$ cat config.mk
export PLATFORM = sky130hd
export DESIGN_NAME = osrg_cell
export DESIGN_NICKNAME = d
export VERILOG_FILES = /design/src/design/osrg_pkg.sv /design/src/design/osrg_cell.sv
export SDC_FILE = /design/constraint.sdc
export NUM_CORES = 1
export LEC_CHECK = 0
export BUFFER_PORTS_ARGS = -buffer_cell sky130_fd_sc_hd__clkbuf_2
export CAP_MARGIN = 0
export CORE_MARGIN = 1.5
export CORE_UTILIZATION = 46
export CTS_BUF_LIST = sky130_fd_sc_hd__clkbuf_4
export DETAILED_ROUTE_END_ITERATION = 12
export PLACE_DENSITY_LB_ADDON = 0.3
export SLEW_MARGIN = 0
export SYNTH_ARGS = -nofsm -noshare
export SYNTH_HDL_FRONTEND = slang
export SYNTH_SLANG_ARGS = --single-unit
export TNS_END_PERCENT = 50
$ cat constraint.sdc
create_clock -name clk_i -period 5.05 [get_ports clk_i]
set_clock_uncertainty 0.1 [all_clocks]
set_input_delay 1.01 -clock clk_i [delete_from_list [all_inputs] [get_ports clk_i]]
set_output_delay 1.01 -clock clk_i [all_outputs]
set_load 0.005 [all_outputs]
$ cat src/design/osrg_pkg.sv
// Shared types and constants for the ordered set rank and gap query block.
package osrg_pkg;

  // Default number of cells in the sorted chain.
  localparam int DefCapacity = 1024;

  // Widths of the fixed transaction fields.
  localparam int ValueW  = 32;
  localparam int RankW   = 10;
  localparam int AnswerW = 33;

  // Request codes carried in the opcode field.
  typedef enum logic [1:0] {
    OP_INSERT = 2'd0,
    OP_DELETE = 2'd1,
    OP_GAP    = 2'd2,
    OP_SPAN   = 2'd3
  } op_e;

  // Result status codes.
  typedef enum logic [1:0] {
    ST_OK   = 2'd0,
    ST_RANK = 2'd1,
    ST_FULL = 2'd2
  } status_e;

  // Command broadcast to every cell of the chain.
  typedef enum logic [2:0] {
    CMD_HOLD,
    CMD_CMP,
    CMD_INS,
    CMD_DEL,
    CMD_ROT
  } cell_cmd_e;

  // Control state of the top level.
  typedef enum logic [1:0] {
    S_IDLE,
    S_CMP,
    S_UPD,
    S_SCAN
  } state_e;

  // Broadcast bundle from the controller to the cells.
  typedef struct packed {
    cell_cmd_e           cmd;
    logic [ValueW-1:0]   value;
  } cell_ctrl_t;

endpackage

$ cat src/design/osrg_cell.sv
// One cell of the sorted chain: holds one value and shifts with its neighbors.
module osrg_cell (
  input  logic                      clk_i,
  input  osrg_pkg::cell_ctrl_t      ctrl_i,
  input  logic                      occupied_i,
  input  logic [osrg_pkg::ValueW-1:0] prev_val_i,
  input  logic                      prev_lt_i,
  input  logic [osrg_pkg::ValueW-1:0] next_val_i,
  output logic [osrg_pkg::ValueW-1:0] val_o,
  output logic                      lt_o,
  output logic                      eq_o
);
  import osrg_pkg::*;

  logic [ValueW-1:0] val_q;
  logic              lt_q;
  logic              eq_q;

  // Compare flags are taken once per update and steer the following shift.
  always_ff @(posedge clk_i) begin
    unique case (ctrl_i.cmd)
      CMD_CMP: begin
        lt_q <= occupied_i && ($signed(val_q) < $signed(ctrl_i.value));
        eq_q <= occupied_i && (val_q == ctrl_i.value);
      end
      CMD_INS: begin
        if (!lt_q) begin
          val_q <= prev_lt_i ? ctrl_i.value : prev_val_i;
        end
      end
      CMD_DEL: begin
        if (!lt_q) begin
          val_q <= next_val_i;
        end
      end
      CMD_ROT: begin
        val_q <= prev_val_i;
      end
      default: begin
      end
    endcase
  end

  assign val_o = val_q;
  assign lt_o  = lt_q;
  assign eq_o  = eq_q;

endmodule

==> impl_results.md, run 1 <==
* Hold WC Path Type: register to register
* Total number of vias at 2342
* Number of buffers inserted for hold repair after clock tree synthesis at 0
* CTS H-tree depth at 2
* Run status: completed
* Arrival time of data at the critical path endpoint at 2.89 ns
* Clock tree buffer depth at 2
* Final setup slack of the worst path at 2.15 ns
* Detailed Route WL at 6180 um
* CTS Sinks at 34
* Power per Cell Area at 209 nW/um2
* Half-perimeter wire length after detailed placement at 4850 um
* Maximum cell stage delay along the critical path at 0.60 ns
* CP Class: input port to register
* Achievable frequency at 345 MHz
* Library cell used as clock root buffer: sky130_fd_sc_hd__clkbuf_4
* Count of port buffers added during placement at 135
* Clock period minus worst slack at 2.90 ns
* Number of rows created at floorplan at 26
* Number of buffers created by CTS at 5
* CP Data Required Time at 5.05 ns
* Final setup fails at 0
* Number of standard cells after synthesis at 237
* Diodes inserted at 0
* All-layer global routing usage at 0.220
* Net count after synthesis at 371
* Routed Antenna Nets at 0
* Detail-routed net length per standard cell at 14.0 um
* Setup_tns at 0 ns
* Final layout net count at 505
* Initial antenna violation count at 0
* Area growth from synthesis to layout at 30.0%
* Final number of max-transition violations at 0
* Die area at 5870 um2
* Predominant post-synthesis flop cell: sky130_fd_sc_hd__edfxtp_1
* Starting Density at 0.482
* Clock insertion delay at the later pin of the skew report at 0.34 ns
* Placed instance area at 3190 um2
* Startpoint type of the worst setup path: input port
* Highest-count cells in the layout ignoring fill and taps: sky130_fd_sc_hd__clkbuf_2 (135), sky130_fd_sc_hd__inv_1 (66), sky130_fd_sc_hd__edfxtp_1 (34)
* Largest net degree at the start of global routing at 34
* Cell with the biggest individual delay on the critical path: sky130_fd_sc_hd__nor2_4
* Final period utilization at 0.574
* Number of detailed-routing iterations run before antenna repair at 7
* Top Ports at 136
* Post-CTS clock slew at the launch and capture registers of the worst setup and hold paths at 0.10 ns
* Cells along the critical path: clkbuf_2 -> nand2b_4 -> nor2_4 -> nor2_2 -> buf_4 -> a222oi_1 -> inv_1
* Final non-filler cell area at 3240 um2
* Pre-CTS worst setup slack at 1.78 ns
* Post-CTS setup buffer count at 0
* Number of remaining DRC errors at 0
* RSZ-0062 raised after global routing: no
* Static Leak at 1.77 nW
* Y dimension of the die at 76.6 um
* Rel. slew slack at 0.274
* Number of storage elements in the synthesis netlist at 34
* Average cell area after synthesis at 10.5 um2
* Number of distinct standard cells referenced by the synthesized netlist at 35
* Total of cells resized after clock tree synthesis at 0
* Fraction of final layout cells sized beyond drive strength 1 at 0.409
* Syn. warnings at 0
* Via/cell ratio at 5.30
* Most common library cell in the layout ignoring fill and taps: sky130_fd_sc_hd__clkbuf_2
* Number of max-capacitance violations reported at 0
* Transition at the pin with the smallest max-transition slack at 1.08 ns
* Global-route wire length before repair at 10400 um
* Overflow after GRT at 0
* Final Hold Viols at 0
* Number of synthesized flops with an enable pin at 34
* Vias in the first global route at 2379
* Worst-path fanout max at 33
* Synthesized area at 2490 um2
* Weighted congestion at the end of routability-driven global placement at 0.782
* Proportion of synthesized chip area in sequential cells at 0.410
* TritonCTS clock tree: yes
* Count of routing violations after the opening detailed-route iteration at 246
* Share of flip-flops with an asynchronous set or reset after synthesis at 0
* Die W at 76.6 um
* Area of the core region at 5170 um2
* Worst Setup End Kind: register
* Maximum resistive drop on vdd at 141 uV
-- stage by stage --
step                 util  hold slack [ns]  std cells  total power [mW]
floorplan               -            0.675        237             0.462
global placement    0.617            0.746        434             0.535
detailed placement  0.617            0.760        434             0.541
CTS                 0.626            0.784        442             0.686
global route        0.626            0.829        442             0.721
finish              0.626            0.777        442             0.678
-- cells in the mapped netlist, drive strengths merged, types with 2 or more instances --
| cell | instances | share of area |
|---|---|---|
| inv | 67 | 0.10 |
| edfxtp | 34 | 0.41 |
| a222oi | 32 | 0.13 |
| ha | 32 | 0.16 |
| a21oi | 13 | 0.026 |
| buf | 9 | 0.033 |
| nand2 | 9 | 0.014 |
| o21ai | 8 | 0.016 |
| nand2b | 5 | 0.020 |
| nor2 | 5 | 0.012 |
| nand4 | 4 | 0.013 |
| a21o | 2 | 0.0060 |
| and4 | 2 | 0.0070 |
| nand3 | 2 | 0.0040 |
-- power breakdown --
group | internal (mW) | leakage, nW | switching (mW)
sequential | 0.336 | 0.323 | 0.00969
clock | 0.0496 | 0.0277 | 0.0952
combinational | 0.0912 | 1.42 | 0.0966
-- worst max-delay path: cells and delay by family --
kind,cells,cell delay [ns]
buf+inv,3,0.49
compound gates,1,0.29
simple gates,3,1.09
-- layout make-up --
class | instances | area (um2)
clock buffer | 5 | 37.5
fill | 466 | 1930
multi-input combinational | 127 | 1150
sequential | 34 | 1020
tap | 70 | 87.6
inverter | 67 | 251
clock inverter | 3 | 11.3
timing repair buffer | 136 | 683
-- flip-flops by register name, summed over array words and instances (netlist names) --
name	cells
eq_o	1
lt_o	1
val_o	32
-- worst paths after layout --
check,start,endpoint,slack [ns],cells after the start
max,ctrl_i[34],val_o[8],2.15,7
min,val_o[1],eq_o,0.78,3
max reg2reg,val_o[9],lt_o,3.03,6
min reg2reg,val_o[1],eq_o,0.78,3
-- cells by family (layout without fill, tap and decap cells) --
logic type | after synthesis | in the layout | synth area share
fa+ha+maj | 32 | 32 | 0.161
flops | 34 | 34 | 0.410
mux | 1 | 1 | 0.00402
simple gates | 33 | 33 | 0.0884
buf+inv | 76 | 211 | 0.134
compound gates | 61 | 61 | 0.203
-- per-layer routing --
layer  part of all wire  track usage
met1               0.40        0.257
met3              0.079       0.0419
met4              0.016       0.0870
met5                  0            0
met2               0.51        0.395
Power figures use the tool's default switching activity.
==> run 2: changes to the inputs <==
Clock period 5.05 ns to 2.7 ns, I/O delays scaled along.
==> run 2 against run 1 <==
Sequential power is 87% higher. Hold slack worse by 0.41 ns. Sequential share of layout area is 0.47 points lower.
==> impl_results.md, run 2 (synthesis results as in run 1) <==
* Run status: completed
* Die W at 76.6 um (unchanged)
* Post-CTS clock slew at the launch and capture registers of the worst setup and hold paths at 0.11 ns (about the same)
* Global-route wire length before repair at 10500 um (+0.99%)
* Weighted congestion at the end of routability-driven global placement at 0.818 (+4.7%)
* Via/cell ratio at 5.29 (-0.15%)
* Count of routing violations after the opening detailed-route iteration at 226 (-8.1%)
* Number of remaining DRC errors at 0 (unchanged)
* Y dimension of the die at 76.6 um (unchanged)
* Final non-filler cell area at 3290 um2 (+1.5%)
* Number of max-capacitance violations reported at 0 (unchanged)
* Minimum setup slack among reg-to-reg paths at 0.68 ns (-2.35 ns)
* Initial antenna violation count at 0 (unchanged)
* Die area at 5870 um2 (unchanged)
* Fraction of final layout cells sized beyond drive strength 1 at 0.420 (+0.0112)
* Rel. slew slack at 0.427 (+0.153)
* Detail-routed net length per standard cell at 14.2 um (+1.3%)
* Number of rows created at floorplan at 26 (unchanged)
* CTS H-tree depth at 2 (unchanged)
* Maximum cell stage delay along the critical path at 0.60 ns (about the same)
* Routed Antenna Nets at 0 (unchanged)
* Starting Density at 0.482 (unchanged)
* Arrival time of data at the critical path endpoint at 2.44 ns (-0.45 ns)
* Hold WC Path Type: input port to register
* CP Class: input port to register
* Placed Cells at 436 (+0.46%)
* Multi-input gate area at 1150 um2 (unchanged)
* Top Ports at 136 (unchanged)
* Number of buffers created by CTS at 5 (unchanged)
* Final setup slack of the worst path at 0.257 ns (-1.90 ns)
* Transition at the pin with the smallest max-transition slack at 0.859 ns (-0.226 ns)
* All-layer global routing usage at 0.224 (+0.00430)
* CP Data Required Time at 2.70 ns (-2.35 ns)
* Final layout net count at 507 (+0.40%)
* Area growth from synthesis to layout at 32.0%
* Highest-count cells in the layout ignoring fill and taps: sky130_fd_sc_hd__clkbuf_2 (135), sky130_fd_sc_hd__inv_1 (66), sky130_fd_sc_hd__edfxtp_1 (34)
* Number of standard cells in the final layout excluding fillers at 444 (+0.45%)
* Clock insertion delay at the later pin of the skew report at 0.34 ns (about the same)
* Diodes inserted at 0 (unchanged)
* Total number of vias at 2349 (+0.30%)
* Vias in the first global route at 2317 (-2.6%)
* Cells along the critical path: clkbuf_2 -> nand2b_4 -> nor2_4 -> nor2_2 -> buf_4 -> a222oi_1 -> inv_1
* Worst-path fanout max at 33 (unchanged)
* Library cell used as clock root buffer: sky130_fd_sc_hd__clkbuf_4
* CTS Sinks at 34 (unchanged)
* Detailed Route WL at 6290 um (+1.7%)
* Half-perimeter wire length after detailed placement at 4960 um (+2.2%)
* Number of inserted filler cells in the final layout at 458 (-1.7%)
* Number of buffers inserted for hold repair after clock tree synthesis at 0 (unchanged)
* Final Hold Viols at 0 (unchanged)
* Post-CTS setup buffer count at 0 (unchanged)
* Count of port buffers added during placement at 135 (unchanged)
* Area of all sequential standard cells at 1020 um2 (unchanged)
* Maximum resistive drop on vdd at 242 uV (+72%)
* Cell with the biggest individual delay on the critical path: sky130_fd_sc_hd__nor2_4
* TritonCTS clock tree: yes
* Pre-CTS worst setup slack at -0.116 ns (-1.89 ns)
* Area of the core region at 5170 um2 (unchanged)
* Final setup fails at 0 (unchanged)
* Placed instance area at 3210 um2 (+0.47%)
* Largest net degree at the start of global routing at 34 (unchanged)
* Number of detailed-routing iterations run before antenna repair at 9 (+2)
* Flip-flop count of the largest register, all copies and words added at 32 (unchanged)
* Total of cells resized after clock tree synthesis at 0 (unchanged)
* Clock period minus worst slack at 2.44 ns
* Achievable frequency at 409 MHz
* Power per Cell Area at 425 nW/um2 (+100%)
* Worst Setup End Kind: register
* Static Leak at 1.80 nW (+1.6%)
* Overflow after GRT at 0 (unchanged)
* Final period utilization at 0.905
* Final number of max-transition violations at 0 (unchanged)
* Startpoint type of the worst setup path: input port
* Clock tree buffer depth at 2 (unchanged)
* RSZ-0062 raised after global routing: no
* Most common library cell in the layout ignoring fill and taps: sky130_fd_sc_hd__clkbuf_2
[run 2: metrics by stage]
stage	setup TNS [ns]	hold WS (ns)	utilization	total power [mW]
finish	0	0.366	0.636	1.40
global route	0	0.353	0.636	1.48
CTS	0	0.357	0.636	1.41
detailed placement	-1.27	0.723	0.620	1.01
global placement	-0.0600	0.719	0.620	1.00
floorplan	0	0.630	-	0.863
[run 2: worst paths after layout]
kind | startpoint | end | cells past startpoint
worst max-delay path | ctrl_i[34] | val_o[22] | 7
worst min-delay path | next_val_i[6] | val_o[6] | 3
worst max register to register | val_o[14] | lt_o | 6
worst min register to register | val_o[31] | lt_o | 3
[run 2: worst max-delay path: cells and delay by family]
family / cells / cell delay, ns
AND/OR/NAND/NOR: 3 / 1.09
buffers and inverters: 3 / 0.50
AO/OA/AOI/OAI: 1 / 0.30
[run 2: final cells by class]
type	instances	share of cell area
flip-flops and latches	34	0.311
clock buffers	7	0.0160
multi-input cells	127	0.349
clock inverters	1	0.00913
well taps	70	0.0266
repair buffers	138	0.212
inverters	67	0.0765
[run 2: routing by layer]
layer	vias to the layer above	part of all wire	GRT usage
met5	-	0	0
li1	1168	-	-
met2	119	0.49	0.403
met1	1050	0.41	0.266
met4	0	0.018	0.0778
met3	12	0.080	0.0419
[run 2: power by group]
part	total, mW	leakage (nW)	internal, mW	switching [mW]
Clock	0.396	0.0463	0.217	0.179
Sequential	0.645	0.323	0.627	0.0176
Combinational	0.356	1.43	0.173	0.184
Total	1.40	1.80	1.02	0.380
==> run 3: changes to the inputs <==
Settings changed: ABC_AREA from default to 1, CORE_UTILIZATION 46 to 50.
==> run 3 against run 2 <==
Fmax grew 31%. Total power grew 1.9%. Final cell count grew 35%. Worst setup slack gained 0.58 ns. Register-to-register slack gained 0.16 ns. Critical path depth grew 3. Area after synthesis grew 24%. Clock power shrank 27%. Core utilization grew 1.9 points. Hold slack gained 0.019 ns. Combinational power grew 32%. Highest routed layer unchanged.
==> impl_results.md, run 3 <==
* Number of buffers created by CTS at 5 (unchanged)
* Synthesized area at 3080 um2 (+24%)
* Top Ports at 136 (unchanged)
* Largest net degree at the start of global routing at 33 (-2.9%)
* Overflow after GRT at 0 (unchanged)
* Commonest cells in the netlist: sky130_fd_sc_hd__nand2_1 (132), sky130_fd_sc_hd__inv_1 (72), sky130_fd_sc_hd__edfxtp_1 (34), sky130_fd_sc_hd__o21ai_0 (34), sky130_fd_sc_hd__ha_1 (32)
* Achievable frequency at 538 MHz (+31%)
* Final worst hold slack at 0.386 ns (+0.0194 ns)
* Worst-path fanout max at 2 (-94%)
* Area of the core region at 5960 um2 (+15%)
* Diodes inserted at 0 (unchanged)
* Detail-routed net length per standard cell at 13.0 um (-8.4%)
* Power per Cell Area at 365 nW/um2 (-14%)
* Number of buffers inserted for hold repair after clock tree synthesis at 0 (unchanged)
* Count of routing violations after the opening detailed-route iteration at 172 (-24%)
* Average cell area after synthesis at 7.85 um2 (-25%)
* Number of distinct standard cells referenced by the synthesized netlist at 24 (-31%)
* Initial antenna violation count at 0 (unchanged)
* Final Hold Viols at 0 (unchanged)
* Startpoint type of the worst setup path: register
* Arrival time of data at the critical path endpoint at 1.86 ns (-0.58 ns)
* Final period utilization at 0.689 (-0.216)
* Half-perimeter wire length after detailed placement at 6130 um (+24%)
* Static Leak at 2.16 nW (+20%)
* Routed Antenna Nets at 0 (unchanged)
* Minimum setup slack among reg-to-reg paths at 0.84 ns (+0.16 ns)
* CTS H-tree depth at 2 (unchanged)
* Area growth from synthesis to layout at 26.4%
* Detailed Route WL at 7780 um (+24%)
* Setup_tns at 0 ns (unchanged)
* Proportion of synthesized chip area in sequential cells at 0.331 (-0.0788)
* Via/cell ratio at 4.98 (-5.8%)
* Worst Setup End Kind: register
* Final setup fails at 0 (unchanged)
* Fraction of final layout cells sized beyond drive strength 1 at 0.354 (-0.0655)
* Number of rows created at floorplan at 28 (+7.7%)
* Syn. warnings at 0 (unchanged)
* Vias in the first global route at 2807 (+21%)
* Number of remaining DRC errors at 0 (unchanged)
* Weighted congestion at the end of routability-driven global placement at 0.814 (-0.50%)
* All-layer global routing usage at 0.248 (+0.0239)
* Clock period minus worst slack at 1.86 ns (-0.583 ns)
* Predominant post-synthesis flop cell: sky130_fd_sc_hd__edfxtp_1
* Cell type with the highest aggregate area in the netlist: sky130_fd_sc_hd__edfxtp_1
* Net count after synthesis at 527 (+42%)
* Number of synthesized flops with an enable pin at 34 (unchanged)
* CP Class: register to register
* Die W at 81.5 um (+6.5%)
* Number of standard cells after synthesis at 393 (+66%)
* Final layout net count at 659 (+30%)
* Number of inserted filler cells in the final layout at 550 (+20%)
* Die area at 6650 um2 (+13%)
* Total number of vias at 2989 (+27%)
* Leading cell type by number of instances after synthesis: sky130_fd_sc_hd__nand2_1
* Library cell used as clock root buffer: sky130_fd_sc_hd__clkbuf_4
* Clock tree buffer depth at 2 (unchanged)
* RSZ-0062 raised after global routing: no
* TritonCTS clock tree: yes
* Number of max-capacitance violations reported at 0 (unchanged)
* Transition at the pin with the smallest max-transition slack at 0.561 ns (-0.299 ns)
* Highest-count cells in the layout ignoring fill and taps: sky130_fd_sc_hd__clkbuf_2 (135), sky130_fd_sc_hd__nand2_1 (131), sky130_fd_sc_hd__inv_1 (72)
* CTS Sinks at 34 (unchanged)
* Total of cells resized after clock tree synthesis at 0 (unchanged)
* Global-route wire length before repair at 12600 um (+20%)
* Clock insertion delay at the later pin of the skew report at 0.34 ns (about the same)
* Most common library cell in the layout ignoring fill and taps: sky130_fd_sc_hd__clkbuf_2
* Number of storage elements in the synthesis netlist at 34 (unchanged)
* Y dimension of the die at 81.5 um (+6.5%)
* Hold WC Path Type: input port to register
* Maximum resistive drop on vdd at 176 uV (-27%)
* Count of port buffers added during placement at 135 (unchanged)
* Starting Density at 0.518 (+0.0362)
* Run status: completed
* Rel. slew slack at 0.625 (+0.198)
* Flip-flop count of the largest register, all copies and words added at 32 (unchanged)
* Cells taking the most area after synthesis: sky130_fd_sc_hd__edfxtp_1 (33%), sky130_fd_sc_hd__nand2_1 (16%), sky130_fd_sc_hd__ha_1 (13%)
* Share of flip-flops with an asynchronous set or reset after synthesis at 0 (unchanged)
* Final number of max-transition violations at 0 (unchanged)
* CP Data Required Time at 2.70 ns (about the same)
* Yosys top cell area share at 0.331 (-0.0788)
* Post-CTS setup buffer count at 0 (unchanged)
* Post-CTS clock slew at the launch and capture registers of the worst setup and hold paths at 0.10 ns (about the same)
* Number of detailed-routing iterations run before antenna repair at 4 (-5)
run 3: changes by cell type after synthesis, sizes merged, moves of 3 or more:
| cell | before | now |
|---|---|---|
| clkbuf | 0 | 3 |
| a21oi | 13 | 16 |
| buf | 9 | 13 |
| inv | 67 | 72 |
| nand2 | 9 | 132 |
| o211ai | 0 | 32 |
| a222oi | 32 | 0 |
| nand2b | 5 | 0 |
| nor2 | 5 | 11 |
| o21ai | 8 | 34 |
run 3: cell families (layout without fill, tap and decap cells):
logic type | count (synthesis) | after routing | synth area share
adders and majority gates | 32 | 32 | 0.130
DFF | 34 | 34 | 0.331
buffers and inverters | 88 | 220 | 0.118
and+or+nand+nor | 153 | 153 | 0.199
AOI/OAI and AO/OA | 86 | 86 | 0.221
run 3: cell type report:
cell class | instances | area [um2] | area share
clock buffers | 7 | 52.6 | 0.0135
inverters | 72 | 270 | 0.0693
multi-input cells | 271 | 1700 | 0.437
flip-flops and latches | 34 | 1020 | 0.262
well taps | 75 | 93.8 | 0.0241
repair buffers | 141 | 758 | 0.195
run 3: metal layers:
| metal | vias up | track usage | routed length, um |
|---|---|---|---|
| met2 | 97 | 0.437 | 3780 |
| met5 | - | 0 | 0 |
| met4 | 0 | 0.0534 | 45 |
| met1 | 1332 | 0.305 | 3410 |
| met3 | 4 | 0.0600 | 550 |
| li1 | 1556 | - | - |
run 3: final timing paths:
kind / start / endpoint / cells after the start
worst min-delay path: next_val_i[23] / val_o[23] / 3
worst min register to register: val_o[31] / lt_o / 5
worst max register to register: val_o[11] / lt_o / 10
worst max-delay path: val_o[11] / lt_o / 10
run 3: worst max-delay path: stages (launching register included):
cell                       delay [ns]
sky130_fd_sc_hd__edfxtp_1        0.42
sky130_fd_sc_hd__ha_1            0.31
sky130_fd_sc_hd__nand2_1         0.06
sky130_fd_sc_hd__inv_1           0.06
sky130_fd_sc_hd__nand3_1         0.06
sky130_fd_sc_hd__nor3_1          0.20
sky130_fd_sc_hd__nand2_1         0.08
sky130_fd_sc_hd__nand2_1         0.06
sky130_fd_sc_hd__nand2_1         0.06
sky130_fd_sc_hd__a21oi_1         0.14
sky130_fd_sc_hd__nor2_1          0.06
run 3: power breakdown:
group	internal, mW	switching, mW
clock network	0.118	0.173
logic	0.211	0.258
registers	0.639	0.0236
total	0.969	0.455
run 3: through the flow:
stage	cells	cell area, um2	setup WS, ns	power (mW)	utilization
2_1_floorplan	393	3080	0.652	0.951	-
3_5_place_dp	593	3840	0.583	1.15	0.646
6_report	600	3900	0.840	1.42	0.654
3_3_place_gp	593	3840	0.607	1.13	0.646
5_1_grt	600	3900	0.700	1.52	0.654
4_1_cts	600	3900	0.805	1.43	0.654
